## config.mk

```make
export PLATFORM = sky130hd
export DESIGN_NAME = stx_etx_dle_deframer_crc16_top_flat
export DESIGN_NICKNAME = d
export VERILOG_FILES = /design/src/hdl/sedd_pkg.sv /design/src/hdl/sedd_if.sv /design/src/hdl/stx_etx_dle_deframer_crc16_top.sv /design/src/hdl/sedd_crc_byte.sv /design/src/flat_wrapper.sv
export VERILOG_INCLUDE_DIRS = /design/src /design/src/hdl
export SDC_FILE = /design/constraint.sdc
export NUM_CORES = 1
export LEC_CHECK = 0
export BUFFER_PORTS_ARGS = -buffer_cell sky130_fd_sc_hd__buf_2
export CAP_MARGIN = 0
export CORE_UTILIZATION = 45
export DETAILED_ROUTE_END_ITERATION = 10
export GPL_TIMING_DRIVEN = 0
export HOLD_SLACK_MARGIN = 0.02
export PLACE_DENSITY_LB_ADDON = 0.12
export SLEW_MARGIN = 20
export SYNTH_ARGS = -nofsm -noshare
export SYNTH_HDL_FRONTEND = slang
export SYNTH_SLANG_ARGS = --single-unit
```

## constraint.sdc

```tcl
create_clock -name clk -period 4.9 [get_ports clk]
set_clock_uncertainty 0.05 [all_clocks]
set_input_delay 0.98 -clock clk [delete_from_list [all_inputs] [get_ports clk]]
set_output_delay 0.98 -clock clk [all_outputs]
set_load 0.05 [all_outputs]
```

## src/hdl/stx_etx_dle_deframer_crc16_top_macros.svh

```systemverilog
// ----------------------------------------------------------------------------
// Assertion macros for the STX/ETX/DLE deframer
// Clocked concurrent checks with synchronous reset disable.
// ----------------------------------------------------------------------------
`ifndef STX_ETX_DLE_DEFRAMER_CRC16_TOP_MACROS_SVH
`define STX_ETX_DLE_DEFRAMER_CRC16_TOP_MACROS_SVH

// Same-cycle implication.
`define SEDD_ASSERT_IMPL(lbl, clk_s, rst_s, ante, cons, msg) \
  lbl: assert property (@(posedge clk_s) disable iff (rst_s) (ante) |-> (cons)) \
    else $error(msg);

// Next-cycle implication.
`define SEDD_ASSERT_NEXT(lbl, clk_s, rst_s, ante, cons, msg) \
  lbl: assert property (@(posedge clk_s) disable iff (rst_s) (ante) |=> (cons)) \
    else $error(msg);

`endif

```

## src/hdl/sedd_pkg.sv

```systemverilog
// ----------------------------------------------------------------------------
// sedd_pkg
// Types, codes and widths shared by the deframer files.
// ----------------------------------------------------------------------------
package sedd_pkg;

  localparam int BUFFER_BYTES_DEF = 64;

  localparam int CFG_INDEX_W  = 3;
  localparam int CFG_DATA_W   = 16;
  localparam int CRC_W        = 16;
  localparam int BYTE_W       = 8;
  localparam int EVENT_W      = 3;
  localparam int DATA_INDEX_W = 6;
  localparam int FRAME_LEN_W  = 7;

  localparam logic [CRC_W-1:0]  CRC_POLY_RST   = 16'h1021;
  localparam logic [CRC_W-1:0]  CRC_INIT_RST   = 16'hFFFF;
  localparam logic [BYTE_W-1:0] START_CODE_RST = 8'h02;
  localparam logic [BYTE_W-1:0] END_CODE_RST   = 8'h03;
  localparam logic [BYTE_W-1:0] ESC_CODE_RST   = 8'h10;

  typedef enum logic [CFG_INDEX_W-1:0] {
    CFG_CRC_POLY = 3'd0,
    CFG_CRC_INIT = 3'd1,
    CFG_START    = 3'd2,
    CFG_END      = 3'd3,
    CFG_ESCAPE   = 3'd4
  } cfg_reg_t;

  typedef enum logic [1:0] {
    MODE_WAIT   = 2'd0,
    MODE_SAVE   = 2'd1,
    MODE_UNMASK = 2'd2
  } mode_t;

  typedef enum logic [EVENT_W-1:0] {
    EV_NONE     = 3'd0,
    EV_STORED   = 3'd1,
    EV_GOOD     = 3'd2,
    EV_CRC_FAIL = 3'd3,
    EV_BAD      = 3'd4
  } event_t;

endpackage

```

## src/hdl/sedd_if.sv

```systemverilog
// ----------------------------------------------------------------------------
// sedd channel interfaces
// Valid/ready channels for configuration writes, received items and results.
// ----------------------------------------------------------------------------
interface sedd_cfg_if import sedd_pkg::*; ();
  logic                   valid;
  logic                   ready;
  logic [CFG_INDEX_W-1:0] index;
  logic [CFG_DATA_W-1:0]  data;

  modport source (output valid, index, data, input ready);
  modport sink   (input valid, index, data, output ready);
endinterface

interface sedd_rx_if import sedd_pkg::*; ();
  logic              valid;
  logic              ready;
  logic              kind;
  logic [BYTE_W-1:0] rx_byte;

  modport source (output valid, kind, rx_byte, input ready);
  modport sink   (input valid, kind, rx_byte, output ready);
endinterface

interface sedd_res_if import sedd_pkg::*; ();
  logic                    valid;
  logic                    ready;
  logic [EVENT_W-1:0]      event_res;
  logic [BYTE_W-1:0]       data_byte;
  logic [DATA_INDEX_W-1:0] data_index;
  logic [FRAME_LEN_W-1:0]  frame_length;
  logic [BYTE_W-1:0]       command_byte;
  logic                    send_ident;

  modport source (output valid, event_res, data_byte, data_index, frame_length,
                  command_byte, send_ident, input ready);
  modport sink   (input valid, event_res, data_byte, data_index, frame_length,
                  command_byte, send_ident, output ready);
endinterface

```

## src/hdl/stx_etx_dle_deframer_crc16_top.sv

```systemverilog
// Deframer for an STX/ETX framed byte stream with DLE escaping and a 16-bit
// CRC check. It takes one received byte (or receive-overflow item) per clock
// while rx.ready is high, and returns at most one result per item: the item
// is captured in an input register, goes through the parser and a one-byte
// CRC update in a single pass, and lands in the result register when the
// parser advances.
// rx.ready drops only while the input register holds an item that has a
// result and the result register is full and not being taken.
// ----------------------------------------------------------------------------
// stx_etx_dle_deframer_crc16_top
// Unescapes frame payload, tracks the CRC residue and reports frame events.
// ----------------------------------------------------------------------------
`include "stx_etx_dle_deframer_crc16_top_macros.svh"

module stx_etx_dle_deframer_crc16_top import sedd_pkg::*; #(
  parameter int BUFFER_BYTES = BUFFER_BYTES_DEF
) (
  input  logic       clk,
  input  logic       rst,
  sedd_cfg_if.sink   cfg,
  sedd_rx_if.sink    rx,
  sedd_res_if.source res
);

  localparam int CountW = $clog2(BUFFER_BYTES + 1);

  // configuration
  logic [CRC_W-1:0]  crc_polynomial;
  logic [CRC_W-1:0]  crc_initial;
  logic [BYTE_W-1:0] start_code;
  logic [BYTE_W-1:0] end_code;
  logic [BYTE_W-1:0] escape_code;

  // input register
  logic              in_v;
  logic              in_kind;
  logic [BYTE_W-1:0] in_byte;

  // parser state
  mode_t             mode, mode_next;
  logic [CountW-1:0] count, count_next;
  logic [CRC_W-1:0]  crc, crc_next;
  logic              odd_start, odd_start_next;
  logic [BYTE_W-1:0] first_stored, first_stored_next;
  logic [BYTE_W-1:0] second_stored, second_stored_next;

  // result register
  logic                    out_v;
  logic [EVENT_W-1:0]      out_event;
  logic [BYTE_W-1:0]       out_data;
  logic [DATA_INDEX_W-1:0] out_index;
  logic [FRAME_LEN_W-1:0]  out_len;
  logic [BYTE_W-1:0]       out_cmd;
  logic                    out_ident;

  logic                    has_res;
  logic [EVENT_W-1:0]      ev_next;
  logic [BYTE_W-1:0]       data_next;
  logic [DATA_INDEX_W-1:0] index_next;
  logic [FRAME_LEN_W-1:0]  len_next;
  logic [BYTE_W-1:0]       cmd_next;
  logic                    ident_next;

  logic             do_store_req, do_start, do_end, do_bad, do_store;
  logic [CRC_W-1:0] crc_upd;
  logic             adv;

  sedd_crc_byte u_crc (
    .crc      (crc),
    .poly     (crc_polynomial),
    .data     (in_byte),
    .crc_next (crc_upd)
  );

  // ---------------- configuration ----------------
  assign cfg.ready = 1'b1;

  always_ff @(posedge clk) begin
    if (rst) begin
      crc_polynomial <= CRC_POLY_RST;
      crc_initial    <= CRC_INIT_RST;
      start_code     <= START_CODE_RST;
      end_code       <= END_CODE_RST;
      escape_code    <= ESC_CODE_RST;
    end else if (cfg.valid) begin
      case (cfg.index)
        CFG_CRC_POLY: crc_polynomial <= cfg.data;
        CFG_CRC_INIT: crc_initial    <= cfg.data;
        CFG_START:    start_code     <= cfg.data[BYTE_W-1:0];
        CFG_END:      end_code       <= cfg.data[BYTE_W-1:0];
        CFG_ESCAPE:   escape_code    <= cfg.data[BYTE_W-1:0];
        default: ;
      endcase
    end
  end

  // ---------------- handshake ----------------
  assign adv      = in_v && (!out_v || res.ready || !has_res);
  assign rx.ready = !in_v || adv;

  always_ff @(posedge clk) begin
    if (rst) begin
      in_v <= 1'b0;
    end else if (rx.ready) begin
      in_v <= rx.valid;
    end
  end

  always_ff @(posedge clk) begin
    if (rx.ready && rx.valid) begin
      in_kind <= rx.kind;
      in_byte <= rx.rx_byte;
    end
  end

  // ---------------- parser ----------------
  always_comb begin
    do_store_req = 1'b0;
    do_start     = 1'b0;
    do_end       = 1'b0;
    mode_next    = mode;
    if (!in_kind) begin
      case (mode)
        MODE_UNMASK: begin
          do_store_req = 1'b1;
        end
        MODE_SAVE: begin
          // escape wins over start, start over end
          if (in_byte == escape_code) begin
            mode_next = MODE_UNMASK;
          end else if (in_byte == start_code) begin
            do_start = 1'b1;
          end else if (in_byte == end_code) begin
            do_end = 1'b1;
          end else begin
            do_store_req = 1'b1;
          end
        end
        default: begin
          if (in_byte == start_code) begin
            do_start = 1'b1;
          end
        end
      endcase
    end

    do_bad   = in_kind || (do_store_req && (count >= CountW'(BUFFER_BYTES)));
    do_store = do_store_req && !do_bad;

    count_next         = count;
    crc_next           = crc;
    odd_start_next     = odd_start;
    first_stored_next  = first_stored;
    second_stored_next = second_stored;
    has_res    = 1'b0;
    ev_next    = EV_NONE;
    data_next  = '0;
    index_next = '0;
    len_next   = '0;
    cmd_next   = '0;
    ident_next = 1'b0;

    if (do_bad) begin
      mode_next      = MODE_WAIT;
      count_next     = '0;
      crc_next       = crc_initial;
      odd_start_next = 1'b0;
      has_res        = 1'b1;
      ev_next        = EV_BAD;
      cmd_next       = second_stored;
    end else if (do_store) begin
      mode_next  = MODE_SAVE;
      count_next = count + CountW'(1);
      crc_next   = crc_upd;
      if (count == '0) begin
        first_stored_next = in_byte;
      end else if (count == CountW'(1)) begin
        second_stored_next = in_byte;
      end
      has_res    = 1'b1;
      ev_next    = EV_STORED;
      data_next  = in_byte;
      index_next = DATA_INDEX_W'(count);
    end else if (do_start) begin
      mode_next      = MODE_SAVE;
      count_next     = '0;
      crc_next       = crc_initial;
      odd_start_next = !odd_start;
      // second start of a pair asks for an identify reply
      if (odd_start) begin
        has_res    = 1'b1;
        ident_next = 1'b1;
      end
    end else if (do_end) begin
      mode_next      = MODE_WAIT;
      odd_start_next = 1'b0;
      has_res        = 1'b1;
      ev_next        = (crc == '0) ? EV_GOOD : EV_CRC_FAIL;
      len_next       = FRAME_LEN_W'(count);
      cmd_next       = first_stored;
    end
  end

  always_ff @(posedge clk) begin
    if (rst) begin
      mode          <= MODE_WAIT;
      count         <= '0;
      crc           <= CRC_INIT_RST;
      odd_start     <= 1'b0;
      first_stored  <= '0;
      second_stored <= '0;
    end else if (adv) begin
      mode          <= mode_next;
      count         <= count_next;
      crc           <= crc_next;
      odd_start     <= odd_start_next;
      first_stored  <= first_stored_next;
      second_stored <= second_stored_next;
    end
  end

  // ---------------- result register ----------------
  always_ff @(posedge clk) begin
    if (rst) begin
      out_v <= 1'b0;
    end else if (adv && has_res) begin
      out_v <= 1'b1;
    end else if (res.ready) begin
      out_v <= 1'b0;
    end
  end

  always_ff @(posedge clk) begin
    if (adv && has_res) begin
      out_event <= ev_next;
      out_data  <= data_next;
      out_index <= index_next;
      out_len   <= len_next;
      out_cmd   <= cmd_next;
      out_ident <= ident_next;
    end
  end

  assign res.valid        = out_v;
  assign res.event_res    = out_event;
  assign res.data_byte    = out_data;
  assign res.data_index   = out_index;
  assign res.frame_length = out_len;
  assign res.command_byte = out_cmd;
  assign res.send_ident   = out_ident;

  // ---------------- assertions ----------------
  `SEDD_ASSERT_NEXT(a_bad_restarts, clk, rst, adv && do_bad, mode == MODE_WAIT && count == '0 && !odd_start && out_v, "bad packet did not restart the parser")
  `SEDD_ASSERT_NEXT(a_end_closes, clk, rst, adv && do_end, mode == MODE_WAIT && !odd_start && out_v, "frame end did not close the frame")
  `SEDD_ASSERT_NEXT(a_stall_holds_item, clk, rst, in_v && !adv, in_v && $stable(in_byte) && $stable(in_kind), "stalled input item lost")

endmodule

```

## src/hdl/sedd_crc_byte.sv

```systemverilog
// ----------------------------------------------------------------------------
// sedd_crc_byte
// One-byte update of a 16-bit MSB-first CRC with programmable polynomial.
// ----------------------------------------------------------------------------
module sedd_crc_byte import sedd_pkg::*; (
  input  logic [CRC_W-1:0]  crc,
  input  logic [CRC_W-1:0]  poly,
  input  logic [BYTE_W-1:0] data,
  output logic [CRC_W-1:0]  crc_next
);

  always_comb begin
    logic [CRC_W-1:0] c;
    c = crc ^ {data, {(CRC_W-BYTE_W){1'b0}}};
    for (int i = 0; i < BYTE_W; i++) begin
      if (c[CRC_W-1]) begin
        c = {c[CRC_W-2:0], 1'b0} ^ poly;
      end else begin
        c = {c[CRC_W-2:0], 1'b0};
      end
    end
    crc_next = c;
  end

endmodule

```

## src/flat_wrapper.sv

```systemverilog
// flat-port wrapper written by rule: the top's interface ports become plain ports
module stx_etx_dle_deframer_crc16_top_flat import sedd_pkg::*;
#(
  parameter int BUFFER_BYTES = BUFFER_BYTES_DEF
)
  (clk, rst, cfg_valid, cfg_index, cfg_data, cfg_ready, rx_valid, rx_kind, rx_rx_byte, rx_ready, res_valid, res_event_res, res_data_byte, res_data_index, res_frame_length, res_command_byte, res_send_ident, res_ready);
  sedd_cfg_if cfg_i ();
  sedd_rx_if rx_i ();
  sedd_res_if res_i ();
  input  logic clk;
  input  logic rst;
  input wire logic [$bits(cfg_i.valid)-1:0] cfg_valid;
  input wire logic [$bits(cfg_i.index)-1:0] cfg_index;
  input wire logic [$bits(cfg_i.data)-1:0] cfg_data;
  output wire logic [$bits(cfg_i.ready)-1:0] cfg_ready;
  input wire logic [$bits(rx_i.valid)-1:0] rx_valid;
  input wire logic [$bits(rx_i.kind)-1:0] rx_kind;
  input wire logic [$bits(rx_i.rx_byte)-1:0] rx_rx_byte;
  output wire logic [$bits(rx_i.ready)-1:0] rx_ready;
  output wire logic [$bits(res_i.valid)-1:0] res_valid;
  output wire logic [$bits(res_i.event_res)-1:0] res_event_res;
  output wire logic [$bits(res_i.data_byte)-1:0] res_data_byte;
  output wire logic [$bits(res_i.data_index)-1:0] res_data_index;
  output wire logic [$bits(res_i.frame_length)-1:0] res_frame_length;
  output wire logic [$bits(res_i.command_byte)-1:0] res_command_byte;
  output wire logic [$bits(res_i.send_ident)-1:0] res_send_ident;
  input wire logic [$bits(res_i.ready)-1:0] res_ready;
  assign cfg_i.valid = cfg_valid;
  assign cfg_i.index = cfg_index;
  assign cfg_i.data = cfg_data;
  assign cfg_ready = cfg_i.ready;
  assign rx_i.valid = rx_valid;
  assign rx_i.kind = rx_kind;
  assign rx_i.rx_byte = rx_rx_byte;
  assign rx_ready = rx_i.ready;
  assign res_valid = res_i.valid;
  assign res_event_res = res_i.event_res;
  assign res_data_byte = res_i.data_byte;
  assign res_data_index = res_i.data_index;
  assign res_frame_length = res_i.frame_length;
  assign res_command_byte = res_i.command_byte;
  assign res_send_ident = res_i.send_ident;
  assign res_i.ready = res_ready;
  stx_etx_dle_deframer_crc16_top #(.BUFFER_BYTES(BUFFER_BYTES)) u_core (.clk(clk), .rst(rst), .cfg(cfg_i), .rx(rx_i), .res(res_i));
endmodule
```

==> impl_metrics.py, run 1 <==
metrics = {
    "synth": {
        "synth_cells": 960,
        "syn_nets": 998,
        "ys_async_sr_fraction": 0,
        "synth_top_area_share": 0.2429,
        "syn_area_um2": 8243,
        "synth_edf_count": 42,
        "yosys.area.top_type": "dfxtp_1",
        "synth_cell_type_count": 68,
        "synthFlopType": "dfxtp_1",
        "avgSynthCellArea_um2": 8.586,
        "synth_seq_cells": 142,
        "yosys_warnings": 0,
        "seq_area_frac_synth": 0.3959,
        "synthTopCellsByArea": "dfxtp_1 24%, edfxtp_1 15%, xnor2_1 11%, nand2_1 9.8%, xor2_1 3.7%",
    },
    "setup_path": {
        "critPathCapture": "u_core.crc[12]",
        "crit_chain": "buf_2, xnor2_2, xnor2_1, o221ai_1, a2111o_1, and3_1, buf_4, mux2i_1, or3_4, and4_4, o31ai_1, buf_2, nand3_1, xnor2_1, a21oi_1",
        "cp-end-kind": "flip-flop",
        "crit_family": "compound AO/OA/AOI/OAI gates",
        "critPathLaunch": "u_core.in_byte[6]",
        "critPathLaunchType": "flip-flop",
        "r2r-end": "u_core.crc[12]",
        "r2r_cells": 15,
        "crit_required_ps": 5130,
        "critPathBufInv": 3,
        "slowest_stage": "o31ai_1",
        "crit_path_max_fanout": 10,
        "cp.arrival_ps": 4760,
        "worst-r2r-setup-slack_ps": 360,
        "path_depth": 15,
        "worstSetupPathType": "flip-flop to flip-flop",
        "r2r-start": "u_core.in_byte[6]",
        "max_stage_delay_ps": 540,
    },
    "finish": {
        "fin_nets": 1081,
        "num-fill-cells": 1716,
        "antenna_cells": 0,
        "multi_input_area_um2": 4634,
        "register_area_um2": 3263,
        "final_common_cell": "nand2_1",
        "areaGrowthSynthToFinish_pct": 14.66,
        "layout_common_cells": "216 x nand2_1, 104 x xnor2_1, 100 x dfxtp_1",
        "fin_area_um2": 9452,
        "final_util": 0.5262,
        "drive_gt1_frac": 0.1269,
    },
    "clocking": {
        "cts_buffers": 17,
        "cts_hold_buffers": 0,
        "cts_sinks": 142,
        "clock_latency_ps": 420,
        "cts_tree": "yes",
        "h-tree-depth": 4,
        "clkTransAtPathRegs_ps": 60,
        "cts_root_buffer": "clkbuf_16",
        "clock_path_buffers": 2,
    },
    "floorplan": {
        "initial_core_util": 0.4589,
        "core_um2": 17960,
        "pin_count": 69,
        "rows": 49,
        "die_h_um": 137.3,
        "die_width_um": 137.3,
        "dieArea_um2": 18860,
    },
    "placed_design": {
        "place_ws_ps": 224.7,
        "placed_area_um2": 8861,
        "gp_congestion": 0.8428,
        "dpl.hpwl_mm": 15.96,
        "portBuffers": 66,
    },
    "power_and_ir_drop": {
        "power_density_nw_per_um2": 329.8,
        "peakVddDrop_mv": 0.2423,
        "power.leakage_nw": 3.594,
        "power_w": 0.003117,
    },
    "sta": {
        "slew_headroom": 0.2623,
        "fin_crit_sh": 0.9256,
        "setup_violations": 0,
        "fin_ws_ps": 364.5,
        "finalHoldViolCount": 0,
        "fin_tns_setup_ps": 0,
        "min_period_ps": 4536,
        "tightest_slew_ps": 1098,
        "max_freq_ghz": 0.2205,
        "rsz0062_at_grt": "false",
        "slew_violations": 0,
    },
    "detailed_routing": {
        "routedWlPerCell_um": 17.19,
        "drt_iter0_drc": 468,
        "via_per_inst": 5.354,
        "vias": 6880,
        "totalWireLength_mm": 22.09,
        "final_antenna_net_count": 0,
        "drc": 0,
        "first_pass_iters": 5,
    },
    "min_path": {
        "hold_path.class": "flip-flop to flip-flop",
    },
    "global_route": {
        "grt_pass1_wl_mm": 34.79,
        "grt.overflow.total": 0,
        "grt_pass1_vias": 6344,
        "track_usage": 0.2438,
        "grt_max_degree": 34,
        "antenna_found_initial": 0,
    },
    "run": {
        "max_cap_violations": 0,
    },
    "status": {
        "status": "finished clean",
    },
}
==> timing repair <==
item	CTS	global route
setup endpoints to repair	0	21
hold endpoints to repair	0	0
gates resized for setup	0	2
setup buffers	0	0
==> worst min-delay path: stages, from the launching register on <==
cell      delay, ps
dfxtp_1         320
nand2_1          50
nand3b_1         70
==> cell families (layout without fill, tap and decap cells) <==
kind of cell / after synthesis / count (layout) / share of synthesized area
multiplexers: 22 / 22 / 0.02823
AND/OR/NAND/NOR: 416 / 416 / 0.2391
flip-flops: 142 / 142 / 0.3959
other: 1 / 1 / 0.0004549
buffers and inverters: 85 / 181 / 0.04235
XOR/XNOR: 151 / 151 / 0.1764
AO/OA/AOI/OAI: 138 / 138 / 0.1101
adder cells (fa/ha/maj): 5 / 5 / 0.007590
==> registers in the layout (all words and copies together) (netlist names) <==
signal	count
u_core.res.event_res	3
u_core.first_stored	8
u_core.in_v	1
u_core.res.data_index	6
u_core.res.send_ident	1
u_core.res.command_byte	8
u_core.res.frame_length	7
u_core.crc_initial	16
u_core.in_byte	8
u_core.mode	2
u_core.crc	16
u_core.count	7
u_core.second_stored	8
u_core.res.valid	1
u_core.in_kind	1
u_core.crc_polynomial	16
u_core.escape_code	8
u_core.end_code	8
u_core.odd_start	1
u_core.start_code	8
u_core.res.data_byte	8
==> routing by layer <==
metal	GRT usage	vias up	share of wire	wire length, µm
li1	-	3433	-	-
met1	0.3438	3241	0.47	10460
met2	0.3895	182	0.47	10280
met3	0.03164	24	0.048	1070
met4	0.06716	0	0.012	276
met5	0	-	0	0
==> synth_stat cells, types with 4 or more instances <==
master    number
a211oi_1      10
a21o_1         5
a21oi_1       58
a22o_1         8
and2_1        17
and3_1        28
buf_1          4
buf_2          9
clkbuf_1      54
dfxtp_1      100
edfxtp_1      42
ha_1           5
inv_1         13
mux2i_1       21
nand2_1      216
nand2b_1       5
nand3_1       29
nand3b_1      24
nand4_1        7
nor2_1        51
nor3_1         6
nor4_1         8
o211ai_1       4
o21ai_0        9
o21ai_1        4
o22ai_1        4
o31ai_1        7
o32ai_1        8
or3_1          4
or4_1          4
xnor2_1      104
xor2_1        35
xor2_2         4
==> where the power goes <==
part | total (W) | switching, W | internal (W)
sequential | 0.00126 | 0.0000206 | 0.00124
combinational | 0.000548 | 0.000333 | 0.000215
clock | 0.00131 | 0.000546 | 0.000768
total | 0.00312 | 0.000899 | 0.00222
==> worst min-delay path by stage <==
stage | cells after the start | to | slack, ps | from
after CTS | 2 | u_core.escape_code[5] | 420 | u_core.escape_code[5]
after global placement | 2 | u_core.crc_initial[6] | 400 | u_core.crc_initial[6]
final | 2 | u_core.crc_initial[7] | 410 | u_core.crc_initial[7]
after detailed placement | 2 | u_core.crc_initial[7] | 400 | u_core.crc_initial[7]
after global routing | 2 | u_core.escape_code[1] | 430 | u_core.escape_code[1]
after floorplan | 2 | u_core.crc_initial[14] | 380 | u_core.crc_initial[14]
==> final cells by class <==
cell class	instances	share of cell area
well taps	229	0.03032
plain buffers	69	0.03058
clock inverters	15	0.01800
multi-input cells	733	0.4903
clock buffers	17	0.04501
inverters	14	0.005560
flip-flops and latches	142	0.3452
repair buffers	66	0.03495
==> stage by stage <==
step	cells	hold slack, ps
global placement	1255	398.6
CTS	1287	416.5
finish	1285	411.2
global route	1285	433.0
floorplan	960	379.0
detailed placement	1255	401.5
Note: power is estimated with default switching activity, not from simulation.
==> run 2: changes to the inputs <==
Settings changed: GPL_TIMING_DRIVEN 0 to unset.
==> run 2 against run 1 <==
Compared with the run above:
- sequential share of layout area is 0.54 points higher
- clock power down 5%
- combinational power shrank 5.3%
- via count fell by 2.6%
- final cell count fell by 3.7%
- total power down 2.7%
- critical path type unchanged
- largest power group is now registers
- highest routed layer unchanged
==> impl_metrics.py, run 2 (synthesis gave the netlist of run 1 again) <==
metrics = {
    "status": {
        "status": "finished clean",
    },
    "clocking": {
        "cts_buffers": 17,
        "cts_hold_buffers": 0,
        "cts_setup_buffers": 0,
        "cts_root_buffer": "clkbuf_16",
        "cts-resized-gates": 0,
        "h-tree-depth": 4,
        "cts_sinks": 142,
        "clkTransAtPathRegs_ps": 60,
        "clock_latency_ps": 420,
        "cts_tree": "yes",
        "clock_path_buffers": 2,
    },
    "floorplan": {
        "core_um2": 17960,
        "die_h_um": 137.3,
        "pin_count": 69,
        "die_width_um": 137.3,
        "initial_core_util": 0.4589,
        "dieArea_um2": 18860,
        "rows": 49,
    },
    "min_path": {
        "hold_depth": 2,
        "hold_path.class": "flip-flop to flip-flop",
    },
    "power_and_ir_drop": {
        "peakVddDrop_mv": 0.2547,
        "pwr-share-seq": 0.420,
        "power.leakage_nw": 3.569,
        "internal_power_w": 0.002182,
        "p_clk_frac": 0.409,
        "power_density_nw_per_um2": 326.1,
        "comb_power_share": 0.171,
        "p_switching_w": 0.0008522,
        "sw_frac_of_total": 0.2809,
    },
    "finish": {
        "layout_common_cells": "216 x nand2_1, 103 x xnor2_1, 100 x dfxtp_1",
        "final_common_cell": "nand2_1",
        "areaGrowthSynthToFinish_pct": 12.89,
        "antenna_cells": 0,
        "drive_gt1_frac": 0.1397,
        "fin_area_um2": 9305,
        "largestRegisters": "u_core.crc x16, u_core.crc_initial x16, u_core.crc_polynomial x16",
        "fin_nets": 1034,
    },
    "setup_path": {
        "critPathLaunchType": "flip-flop",
        "crit_required_ps": 5190,
        "max_stage_delay_ps": 660,
        "worstSetupPathType": "flip-flop to flip-flop",
        "critPathBufInv": 1,
        "path_depth": 13,
        "crit_path_max_fanout": 14,
        "crit_chain": "xor2_2, nand2_1, xnor2_1, buf_4, o211ai_1, a21oi_1, nor2_1, or3_4, and4_4, or4_4, and2_1, and3_1, o31ai_1",
        "r2r_cells": 13,
        "cp.arrival_ps": 4820,
        "slowest_stage": "edfxtp_1",
        "crit_family": "simple AND/OR/NAND/NOR gates",
        "cp-end-kind": "flip-flop",
    },
    "global_route": {
        "antenna_found_initial": 0,
        "grt_max_degree": 66,
        "grt.overflow.total": 0,
        "track_usage": 0.2402,
        "grt_pass1_wl_mm": 34.16,
        "grt_pass1_vias": 6196,
    },
    "detailed_routing": {
        "drt_iter0_drc": 524,
        "vias": 6698,
        "final_antenna_net_count": 0,
        "drc": 0,
        "via_per_inst": 5.410,
        "routedWlPerCell_um": 17.51,
        "first_pass_iters": 5,
        "totalWireLength_mm": 21.68,
    },
    "sta": {
        "slew_violations": 0,
        "fin_tns_setup_ps": 0,
        "setup_violations": 0,
        "rsz0062_at_grt": "false",
        "tightest_slew_ps": 824.2,
        "finalHoldViolCount": 0,
        "fin_crit_sh": 0.9243,
        "min_period_ps": 4529,
        "slew_headroom": 0.4505,
        "max_freq_ghz": 0.2208,
    },
    "run": {
        "max_cap_violations": 0,
    },
    "placed_design": {
        "portBuffers": 67,
        "placed_area_um2": 8738,
        "gp_congestion": 0.8390,
        "dpl.hpwl_mm": 15.31,
    },
}
run 2: cell count changes in the layout (fill, tap and decap cells not counted), sizes merged:
cell,before,now
buf,83,88
clkinv,3,5
clkinvlp,1,2
inv,23,18
clkbuf,69,20
bufinv,2,1
run 2: through the flow:
stage | instances | hold slack [ps] | util | total power (W) | setup WS (ps)
global route | 1238 | 428.2 | 0.5180 | 0.003154 | 72.53
detailed placement | 1206 | 400.8 | 0.4865 | 0.001819 | 444.5
CTS | 1238 | 413.0 | 0.5180 | 0.003050 | 414.4
finish | 1238 | 413.7 | 0.5180 | 0.003034 | 371.0
global placement | 1206 | 393.0 | 0.4860 | 0.001816 | 329.4
floorplan | 960 | 379.0 | - | 0.001688 | 1082
run 2: cell type report:
cell class / instances / area [µm²]
fillers: 1720 / 8658
clock buffers: 20 / 457.9
repair buffers: 88 / 493.0
flip-flops and latches: 142 / 3263
multi-input cells: 733 / 4643
well taps: 229 / 286.5
clock inverters: 12 / 108.9
inverters: 14 / 52.55
run 2: worst paths after layout:
path / start / end / slack [ps]
worst min register to register: u_core.crc_initial[6] / u_core.crc_initial[6] / 410
worst max register to register: u_core.in_byte[7] / u_core.crc[6] / 370
worst max-delay path: u_core.in_byte[7] / u_core.crc[6] / 370
worst min-delay path: u_core.crc_initial[6] / u_core.crc_initial[6] / 410
run 2: per-layer routing:
| metal | part of all wire | track usage |
|---|---|---|
| met1 | 0.48 | 0.3369 |
| met2 | 0.47 | 0.3791 |
| met3 | 0.033 | 0.03311 |
| met4 | 0.016 | 0.07692 |
| met5 | 0 | 0 |
run 2: tightest hold or removal path, cell delays in order, from the launching register on:
cell and delay (ps):
dfxtp_1 320, nand2_1 50, nand3b_1 70
run 2: power groups by stage:
stage | clock network (W) | registers, W | logic, W
after global placement | 0 | 0.00130 | 0.000516
after CTS | 0.00125 | 0.00127 | 0.000520
after floorplan | 0 | 0.00129 | 0.000394
final | 0.00124 | 0.00128 | 0.000519
after detailed placement | 0 | 0.00130 | 0.000519
after global routing | 0.00131 | 0.00128 | 0.000568
